`src/rtl/vlru_pkg.sv`:
```
package vlru_pkg;

   // configuration port
   localparam int CSR_DATA_W  = 32;
   localparam int CSR_INDEX_W = 2;

   localparam logic [CSR_INDEX_W-1:0] REG_RECORD_MODE   = 2'd0;
   localparam logic [CSR_INDEX_W-1:0] REG_MEMBER_LENGTH = 2'd1;

   // record_mode codes; the remaining two codes select the filtered stream
   localparam logic [1:0] MODE_RAW    = 2'd0;
   localparam logic [1:0] MODE_RECORD = 2'd1;
   localparam logic [1:0] MODE_RESET  = MODE_RECORD;

   // record parser phases
   localparam logic [1:0] PH_LOW  = 2'd0;
   localparam logic [1:0] PH_HIGH = 2'd1;
   localparam logic [1:0] PH_DATA = 2'd2;
   localparam logic [1:0] PH_PAD  = 2'd3;

   localparam logic [7:0] CH_CR  = 8'h0D;
   localparam logic [7:0] CH_NL  = 8'h0A;
   localparam logic [7:0] CH_NUL = 8'h00;

   localparam int RECORD_LEN_W = 16;

   // front-to-back queue
   localparam int QUEUE_DEPTH = 4;
   localparam int QUEUE_PTR_W = 2;

   // one queue entry: the one or two results of one input byte
   typedef struct packed {
      logic [7:0] data0;
      logic       clamp0;
      logic       has_second;
      logic [7:0] data1;
      logic       clamp1;
   } entry_type;

   typedef struct packed {
      logic empty;
      logic full;
   } queue_status_type;

   // bytes that survive the CR / NUL filter
   function automatic logic kept(input logic [7:0] b);
      return (b != CH_CR) && (b != CH_NUL);
   endfunction

endpackage

```
`src/rtl/var_length_record_unpacker.sv`:
```
// Channel | Direction | Ports
// --------+-----------+------------------------------------------------------------
// req     | in        | req_valid, req_stall, req_in_byte
// rsp     | out       | rsp_valid, rsp_stall, rsp_out_byte, rsp_run_last,
//         |           | rsp_record_clamped
// csr     | in        | csr_write_enable, csr_index, csr_write_data
//
// One byte is taken per cycle unless the queue is full, which alone raises req_stall;
// the front parses it in the cycle it is accepted. Results leave the output register
// at one per cycle unless stalled; a byte ending a record with a kept data byte
// yields two, which a four-entry queue between front and back absorbs. rsp_valid
// rises once a result has passed queue and output register. Synchronous reset sets
// record mode and a zero member length, so no result appears until one is written.
module var_length_record_unpacker #(
   parameter int MEMBER_LEN_BITS = 32
) (
   input  logic                             clock,
   input  logic                             reset,
   input  logic                             csr_write_enable,
   input  logic [vlru_pkg::CSR_INDEX_W-1:0] csr_index,
   input  logic [vlru_pkg::CSR_DATA_W-1:0]  csr_write_data,
   input  logic                             req_valid,
   output logic                             req_stall,
   input  logic [7:0]                       req_in_byte,
   output logic                             rsp_valid,
   input  logic                             rsp_stall,
   output logic [7:0]                       rsp_out_byte,
   output logic                             rsp_run_last,
   output logic                             rsp_record_clamped
);
   import vlru_pkg::*;

   queue_status_type q_status;
   entry_type        push_entry;
   entry_type        head_entry;
   logic             push;
   logic             pop;

   assign req_stall = q_status.full;

   // parser front
   vlru_front #(
      .MEMBER_LEN_BITS(MEMBER_LEN_BITS)
   ) u_front (
      .clock            (clock),
      .reset            (reset),
      .csr_write_enable (csr_write_enable),
      .csr_index        (csr_index),
      .csr_write_data   (csr_write_data),
      .req_valid        (req_valid),
      .req_in_byte      (req_in_byte),
      .q_status         (q_status),
      .push             (push),
      .push_entry       (push_entry)
   );

   // decoupling queue
   vlru_queue u_queue (
      .clock      (clock),
      .reset      (reset),
      .push       (push),
      .push_entry (push_entry),
      .pop        (pop),
      .head_entry (head_entry),
      .q_status   (q_status)
   );

   // result sequencer
   vlru_back u_back (
      .clock              (clock),
      .reset              (reset),
      .head_entry         (head_entry),
      .q_status           (q_status),
      .pop                (pop),
      .rsp_valid          (rsp_valid),
      .rsp_stall          (rsp_stall),
      .rsp_out_byte       (rsp_out_byte),
      .rsp_run_last       (rsp_run_last),
      .rsp_record_clamped (rsp_record_clamped)
   );

endmodule

```
`src/rtl/vlru_front.sv`:
```
module vlru_front #(
   parameter int MEMBER_LEN_BITS = 32
) (
   input  logic                                clock,
   input  logic                                reset,
   input  logic                                csr_write_enable,
   input  logic [vlru_pkg::CSR_INDEX_W-1:0]    csr_index,
   input  logic [vlru_pkg::CSR_DATA_W-1:0]     csr_write_data,
   input  logic                                req_valid,
   input  logic [7:0]                          req_in_byte,
   input  vlru_pkg::queue_status_type          q_status,
   output logic                                push,
   output vlru_pkg::entry_type                 push_entry
);
   import vlru_pkg::*;

   logic [1:0]                 mode_ff, mode_in;
   logic [1:0]                 phase_ff, phase_in;
   logic [MEMBER_LEN_BITS-1:0] member_left_ff, member_left_in;
   logic [RECORD_LEN_W-1:0]    record_left_ff, record_left_in;
   logic [7:0]                 length_low_ff, length_low_in;
   logic                       pad_ff, pad_in;
   logic                       clamped_ff, clamped_in;

   logic                       accept;
   logic                       active;
   logic [MEMBER_LEN_BITS-1:0] ml_dec;
   logic [RECORD_LEN_W-1:0]    len_raw;
   logic [RECORD_LEN_W-1:0]    len_cut;
   logic                       len_over;
   logic [RECORD_LEN_W-1:0]    rl_dec;
   logic                       byte_kept;
   logic [1:0]                 n_res;
   entry_type                  entry;

   assign accept    = req_valid && !q_status.full;
   assign active    = accept && (member_left_ff != '0);
   assign ml_dec    = member_left_ff - 1'b1;
   assign len_raw   = {req_in_byte, length_low_ff};
   assign len_over  = MEMBER_LEN_BITS'(len_raw) > ml_dec;
   assign len_cut   = len_over ? ml_dec[RECORD_LEN_W-1:0] : len_raw;
   assign rl_dec    = (record_left_ff != '0) ? record_left_ff - 1'b1 : record_left_ff;
   assign byte_kept = kept(req_in_byte);

   // classify the byte and work out the next state and its results
   always_comb begin
      mode_in        = mode_ff;
      phase_in       = phase_ff;
      member_left_in = member_left_ff;
      record_left_in = record_left_ff;
      length_low_in  = length_low_ff;
      pad_in         = pad_ff;
      clamped_in     = clamped_ff;
      n_res          = 2'd0;
      entry          = '0;

      priority if (csr_write_enable) begin
         unique case (csr_index)
            REG_RECORD_MODE: begin
               mode_in = csr_write_data[1:0];
            end
            REG_MEMBER_LENGTH: begin
               // new member: reload and clear the record state
               member_left_in = csr_write_data[MEMBER_LEN_BITS-1:0];
               phase_in       = PH_LOW;
               record_left_in = '0;
               length_low_in  = '0;
               pad_in         = 1'b0;
               clamped_in     = 1'b0;
            end
            default: begin
            end
         endcase
      end else if (active) begin
         member_left_in = ml_dec;
         priority if (mode_ff == MODE_RAW) begin
            n_res       = 2'd1;
            entry.data0 = req_in_byte;
         end else if (mode_ff != MODE_RECORD) begin
            if (byte_kept) begin
               n_res       = 2'd1;
               entry.data0 = req_in_byte;
            end
         end else begin
            unique case (phase_ff)
               PH_LOW: begin
                  length_low_in = req_in_byte;
                  if (ml_dec == '0) begin
                     // length cut off by end of member
                     clamped_in   = 1'b1;
                     n_res        = 2'd1;
                     entry.data0  = CH_NL;
                     entry.clamp0 = 1'b1;
                  end else begin
                     phase_in = PH_HIGH;
                  end
               end
               PH_HIGH: begin
                  pad_in         = len_raw[0];
                  clamped_in     = len_over;
                  record_left_in = len_cut;
                  if (len_cut == '0) begin
                     n_res        = 2'd1;
                     entry.data0  = CH_NL;
                     entry.clamp0 = len_over;
                     phase_in     = (len_raw[0] && (ml_dec != '0)) ? PH_PAD : PH_LOW;
                  end else begin
                     phase_in = PH_DATA;
                  end
               end
               PH_DATA: begin
                  record_left_in = rl_dec;
                  if (byte_kept) begin
                     entry.data0  = req_in_byte;
                     entry.clamp0 = clamped_ff;
                     if (rl_dec == '0) begin
                        n_res            = 2'd2;
                        entry.has_second = 1'b1;
                        entry.data1      = CH_NL;
                        entry.clamp1     = clamped_ff;
                     end else begin
                        n_res = 2'd1;
                     end
                  end else if (rl_dec == '0) begin
                     n_res        = 2'd1;
                     entry.data0  = CH_NL;
                     entry.clamp0 = clamped_ff;
                  end
                  if (rl_dec == '0) begin
                     phase_in = (pad_ff && (ml_dec != '0)) ? PH_PAD : PH_LOW;
                  end
               end
               PH_PAD: begin
                  phase_in = PH_LOW;
               end
               default: begin
                  phase_in = PH_LOW;
               end
            endcase
         end
      end
   end

   assign push       = active && !csr_write_enable && (n_res != 2'd0);
   assign push_entry = entry;

   // state registers
   always_ff @(posedge clock) begin
      if (reset) begin
         mode_ff        <= MODE_RESET;
         phase_ff       <= PH_LOW;
         member_left_ff <= '0;
         record_left_ff <= '0;
         length_low_ff  <= '0;
         pad_ff         <= 1'b0;
         clamped_ff     <= 1'b0;
      end else begin
         mode_ff        <= mode_in;
         phase_ff       <= phase_in;
         member_left_ff <= member_left_in;
         record_left_ff <= record_left_in;
         length_low_ff  <= length_low_in;
         pad_ff         <= pad_in;
         clamped_ff     <= clamped_in;
      end
   end

endmodule

```
`src/rtl/vlru_queue.sv`:
```
module vlru_queue (
   input  logic                       clock,
   input  logic                       reset,
   input  logic                       push,
   input  vlru_pkg::entry_type        push_entry,
   input  logic                       pop,
   output vlru_pkg::entry_type        head_entry,
   output vlru_pkg::queue_status_type q_status
);
   import vlru_pkg::*;

   entry_type              mem_ff [QUEUE_DEPTH];
   logic [QUEUE_PTR_W-1:0] wr_ptr_ff, wr_ptr_in;
   logic [QUEUE_PTR_W-1:0] rd_ptr_ff, rd_ptr_in;
   logic [QUEUE_PTR_W:0]   count_ff, count_in;
   logic                   do_push;
   logic                   do_pop;

   assign q_status.empty = (count_ff == '0);
   assign q_status.full  = (count_ff == (QUEUE_PTR_W+1)'(QUEUE_DEPTH));
   assign do_push        = push && !q_status.full;
   assign do_pop         = pop && !q_status.empty;
   assign head_entry     = mem_ff[rd_ptr_ff];

   // pointer and fill count
   always_comb begin
      wr_ptr_in = do_push ? wr_ptr_ff + 1'b1 : wr_ptr_ff;
      rd_ptr_in = do_pop ? rd_ptr_ff + 1'b1 : rd_ptr_ff;
      count_in  = count_ff;
      if (do_push && !do_pop) begin
         count_in = count_ff + 1'b1;
      end else if (do_pop && !do_push) begin
         count_in = count_ff - 1'b1;
      end
   end

   always_ff @(posedge clock) begin
      if (reset) begin
         wr_ptr_ff <= '0;
         rd_ptr_ff <= '0;
         count_ff  <= '0;
      end else begin
         wr_ptr_ff <= wr_ptr_in;
         rd_ptr_ff <= rd_ptr_in;
         count_ff  <= count_in;
      end
   end

   // entry storage
   always_ff @(posedge clock) begin
      if (do_push) begin
         mem_ff[wr_ptr_ff] <= push_entry;
      end
   end

endmodule

```
`src/rtl/vlru_back.sv`:
```
module vlru_back (
   input  logic                       clock,
   input  logic                       reset,
   input  vlru_pkg::entry_type        head_entry,
   input  vlru_pkg::queue_status_type q_status,
   output logic                       pop,
   output logic                       rsp_valid,
   input  logic                       rsp_stall,
   output logic [7:0]                 rsp_out_byte,
   output logic                       rsp_run_last,
   output logic                       rsp_record_clamped
);
   import vlru_pkg::*;

   logic       out_valid_ff, out_valid_in;
   logic [7:0] out_data_ff, out_data_in;
   logic       out_last_ff, out_last_in;
   logic       out_clamp_ff, out_clamp_in;
   logic       sec_valid_ff, sec_valid_in;
   logic [7:0] sec_data_ff, sec_data_in;
   logic       sec_clamp_ff, sec_clamp_in;
   logic       out_free;

   assign out_free = !out_valid_ff || !rsp_stall;
   assign pop      = out_free && !sec_valid_ff && !q_status.empty;

   // load the output register: pending second result first, then the queue head
   always_comb begin
      out_valid_in = out_valid_ff;
      out_data_in  = out_data_ff;
      out_last_in  = out_last_ff;
      out_clamp_in = out_clamp_ff;
      sec_valid_in = sec_valid_ff;
      sec_data_in  = sec_data_ff;
      sec_clamp_in = sec_clamp_ff;
      if (out_free) begin
         priority if (sec_valid_ff) begin
            out_valid_in = 1'b1;
            out_data_in  = sec_data_ff;
            out_last_in  = 1'b1;
            out_clamp_in = sec_clamp_ff;
            sec_valid_in = 1'b0;
         end else if (!q_status.empty) begin
            out_valid_in = 1'b1;
            out_data_in  = head_entry.data0;
            out_last_in  = !head_entry.has_second;
            out_clamp_in = head_entry.clamp0;
            sec_valid_in = head_entry.has_second;
            sec_data_in  = head_entry.data1;
            sec_clamp_in = head_entry.clamp1;
         end else begin
            out_valid_in = 1'b0;
         end
      end
   end

   always_ff @(posedge clock) begin
      if (reset) begin
         out_valid_ff <= 1'b0;
         sec_valid_ff <= 1'b0;
      end else begin
         out_valid_ff <= out_valid_in;
         sec_valid_ff <= sec_valid_in;
      end
   end

   // payload
   always_ff @(posedge clock) begin
      out_data_ff  <= out_data_in;
      out_last_ff  <= out_last_in;
      out_clamp_ff <= out_clamp_in;
      sec_data_ff  <= sec_data_in;
      sec_clamp_ff <= sec_clamp_in;
   end

   assign rsp_valid          = out_valid_ff;
   assign rsp_out_byte       = out_data_ff;
   assign rsp_run_last       = out_last_ff;
   assign rsp_record_clamped = out_clamp_ff;

endmodule
```
`config.mk`:
```
export PLATFORM = sky130hd
export DESIGN_NAME = var_length_record_unpacker
export DESIGN_NICKNAME = d
export VERILOG_FILES = /design/src/rtl/vlru_pkg.sv /design/src/rtl/var_length_record_unpacker.sv /design/src/rtl/vlru_front.sv /design/src/rtl/vlru_queue.sv /design/src/rtl/vlru_back.sv
export SDC_FILE = /design/constraint.sdc
export NUM_CORES = 1
export LEC_CHECK = 0
export BUFFER_PORTS_ARGS = -buffer_cell sky130_fd_sc_hd__buf_2
export CAP_MARGIN = 5
export CORE_ASPECT_RATIO = 1.5
export CORE_MARGIN = 5
export CORE_UTILIZATION = 50
export CTS_CLUSTER_DIAMETER = 80
export DETAILED_ROUTE_END_ITERATION = 7
export GPL_TIMING_DRIVEN = 0
export PLACE_DENSITY = 0.78
export SLEW_MARGIN = 40
export SYNTH_ARGS = -nofsm -noshare
export SYNTH_HDL_FRONTEND = slang
export SYNTH_HIERARCHICAL = 1
export SYNTH_SLANG_ARGS = --single-unit
```
`constraint.sdc`:
```
create_clock -name clock -period 7.23 [get_ports clock]
set_input_delay 0.3615 -clock clock [delete_from_list [all_inputs] [get_ports clock]]
set_output_delay 0.3615 -clock clock [all_outputs]
set_load 0.01 [all_outputs]
```
==> impl_results.md <==
- Vert. Die Dim: 176.8 um
- Footprint of the flip-flops and latches: 4314 sq um
- Setup crit start kind: flip-flop
- Synth warn: 6
- List of cells traversed by the critical path: inv_1, ha_1, or3b_1, or4_1, buf_2, xnor2_1, inv_1, ha_1, nand4_1, nor2_1, o31ai_1, a2111o_1, or4_1, a21bo_4, a21oi_2, o31ai_1, inv_1, nor2_2, ha_1, inv_1, fa_1, xor2_1, or3_1, a21oi_1
- Met3 Track Usage GR: 4.413%
- Critical path fanouts, max: 8
- Number of buffers created by CTS: 17
- Flops & latches, synth: 168
- Main area contributors after synthesis: edfxtp_1, dfxtp_1, mux4_2
- Setup TNS: 0 ps
- Starting utilization of the core area: 50.41%
- Via count: 7947
- PnR worst setup slack: 450.6 ps
- Type of the worst min-delay path: in -> reg
- R2R Setup Slk: 450 ps
- Endpoints failing setup: 0
- Delay-heaviest family, CP: simple AND/OR/NAND/NOR gates
- Leading cell type in the layout, fill and taps excluded: nor2_1
- Met2 layer usage reported by global route: 43.63%
- Clock sink total: 168
- Count of flip-flops with a built-in enable after synthesis: 95
- Slowest Stage Delay on Critical Path: 590 ps
- Cell taking the most area after synthesis: edfxtp_1
- Post-Syn Area per Cell: 9.761 sq um
- Relative slew slack: 43.79%
- Clock tree from TritonCTS: built
- Gp weighted congestion: 1.008
- Peak supply drop: 143.4 uV
- H-Tree Level Count: 4
- Wirelength per Cell: 20.00 um
- Top FF cell, synth: edfxtp_1
- Startpoint of the worst hold path: csr_write_data[0]
- Share of flip-flops with an asynchronous set or reset after synthesis: 0%
- Post-synth cell types: 79
- I/O Pins: 59
- Number of setup buffers added after CTS: 0
- First-pass iteration count of the detailed router: 6
- Critical path buffer and inverter count: 5
- Cell occurring most often along the worst timing path: inv_1
- Fraction of the cycle the final worst path needs: 93.77%
- Clock Latency Late Sink: 430 ps
- Proportion of layout cells with a drive suffix above 1: 16.46%
- Clock skew after layout: 9.163 ps
- RR Endpoint: u_queue/count_ff[2]
- Total of cells resized after clock tree synthesis: 0
- Number of design rule violations left after detail routing: 0
- 1st-iter DRT viols: 774
- Final min period: 6779 ps
- Wire length of the first global-routing pass: 40.48 mm
- Areal power density over the cells: 285.6 nW/um^2
- Max Clock Freq: 0.1475 GHz
- Busiest layer in global routing: met2
- Unrepaired setup endpoints after global routing: false
- Detailed-route wire length: 25.94 mm
- Result of the run: complete, no violations
- Total Die Area: 21420 sq um
- Transition at the pin with the smallest max-transition slack: 835.5 ps
- Clock transition time at the flip-flop clock pins of the worst setup and hold paths: 60 ps
- Total GRT Usage: 24.53%
- Vias in the first global route: 7605
- Cell Count, Final, Fillers Out: 1297
- Total leakage power: 3.876 nW
- Grt ovf: 0
- Pin count of the biggest net entering global routing: 20
- Global-route track usage on met1: 26.61%
- Post-placement worst setup slack: 623.4 ps
- Data required time of the critical path: 7590 ps
- Hold WS: 183.8 ps
- Count of nets left with antenna violations after detail routing: 0
- DPL Wire Length: 19.19 mm
- Number of filler cells placed in the layout: 1578
- Number of instances in the synthesized netlist: 950
- Antenna Diode Count: 0
- Die Wd: 121.2 um
- Worst EP arrival: 7140 ps
- Most frequent cells in the layout: nor2_1, edfxtp_1, a21oi_1
- Hold Buf Count CTS: 0
- End point of the worst hold path: u_front/mode_ff[0]
- Critical path type: reg -> reg
- Post-layout power: 0.003007 W
- Top cell type's share of synthesized area: 30.77%
- Site Rows: 61
- Multi-input combinational cell area: 4576 sq um
- Number of hold violations in the final report: 0
- Total number of nets in the final design: 1106
- Maximum root-to-sink buffer count: 2
- Proportion of synthesized chip area in sequential cells: 46.53%
- Cell depth of the worst hold path: 2
- Worst R2R Start: u_front/member_left_ff[0]
- Syn Std Cell Area: 9273 sq um
- Depth of the worst register-to-register path: 24
- Critical Path Sink Type: flip-flop
- Buffer cell driving the clock tree root: clkbuf_16
- Worst path slowest cell: or4_1
- Core region area: 18390 sq um
- Final Max Tran Viols: 0
- Count of maximum capacitance violations: 0
- Number of buffers inserted by port buffering: 57
- Initial antenna violation count: 0
- Layout area overhead: 13.56%
- Average via count per standard cell: 6.127
- Total instance count after detailed placement: 1265
-- per-stage QoR --
| step | instance area (sq um) | utilization, % |
|---|---|---|
| 6_report | 10530 | 57.25 |
| 5_1_grt | 10530 | 57.25 |
| 2_1_floorplan | 9291 | - |
| 3_5_place_dp | 9917 | 53.91 |
| 3_3_place_gp | 9892 | 53.78 |
| 4_1_cts | 10510 | 57.12 |
-- worst register-to-register path: cells and delay by family, from the launching register on --
kind | cells | cell delay, ps
DFF | 1 | 410
AOI/OAI and AO/OA | 6 | 1350
xor gates and xnor gates | 2 | 480
and+or+nand+nor | 7 | 2470
buffers and inverters | 5 | 730
adders and majority gates | 4 | 1250
-- worst max-delay path by stage --
stage                              startpoint                  end  slack (ps)  cells after the start
floorplan           u_front/member_left_ff[0]  u_queue/count_ff[2]        1660                     24
global placement    u_front/member_left_ff[0]  u_queue/count_ff[2]         730                     24
detailed placement  u_front/member_left_ff[0]  u_queue/count_ff[2]         620                     24
CTS                 u_front/member_left_ff[0]  u_queue/count_ff[2]         570                     24
global route        u_front/member_left_ff[0]  u_queue/count_ff[2]         270                     24
finish              u_front/member_left_ff[0]  u_queue/count_ff[2]         450                     24
-- power by group --
part | leakage [nW] | internal, W | switching [W] | total [W]
Combinational | 2.10 | 0.000336 | 0.000622 | 0.000958
Sequential | 1.49 | 0.00109 | 0.0000515 | 0.00114
Clock | 0.287 | 0.000516 | 0.000395 | 0.000911
-- final cells by class --
cell class / count / share of cell area (%)
Clock buffer: 17 / 4.040
Sequential cell: 168 / 40.97
Inverter: 25 / 0.8912
Multi-Input combinational cell: 696 / 43.45
Buffer: 66 / 3.339
Clock inverter: 15 / 1.557
Tap cell: 252 / 2.994
Timing Repair Buffer: 58 / 2.757
-- cell families after synthesis --
group,after synthesis,synth area share [%]
xor+xnor,18,1.700
flops,168,46.53
buf+inv,91,4.803
fa+ha+maj,27,3.724
compound gates,238,15.95
simple gates,372,20.78
other cells,1,0.04044
mux,35,6.477
-- state kept, by name, summed over array words and instances, names as in the netlist, named ones only --
register,cells
u_front/clamped_ff,1
u_back/sec_clamp_ff,1
u_back/rsp_run_last,1
u_queue/count_ff,3
u_back/sec_valid_ff,1
u_queue/wr_ptr_ff,2
u_back/sec_data_ff,8
u_queue/rd_ptr_ff,2
u_back/rsp_valid,1
u_front/member_left_ff,32
u_front/record_left_ff,16
u_front/pad_ff,1
u_back/rsp_record_clamped,1
u_front/mode_ff,2
u_front/length_low_ff,8
u_queue/mem_ff,76
u_back/rsp_out_byte,8
u_front/phase_ff,2
-- cell usage after synthesis (15+ instances only) --
| library cell | count |
|---|---|
| nor4_1 | 29 |
| edfxtp_1 | 95 |
| nor3_1 | 36 |
| ha_1 | 26 |
| nor2_1 | 101 |
| nand2b_1 | 15 |
| clkbuf_1 | 42 |
| dfxtp_1 | 73 |
| mux4_2 | 19 |
| inv_1 | 25 |
| o21ai_0 | 71 |
| nand2_1 | 73 |
| or3_1 | 18 |
| a22oi_1 | 24 |
| a21oi_1 | 76 |
-- metal layers --
metal / routed length, um / share of wire [%]
met1: 9119 / 35
met2: 13380 / 52
met3: 1687 / 6.5
met4: 1752 / 6.8
met5: 0 / 0
No activity file was read; power rests on OpenSTA's default activity.
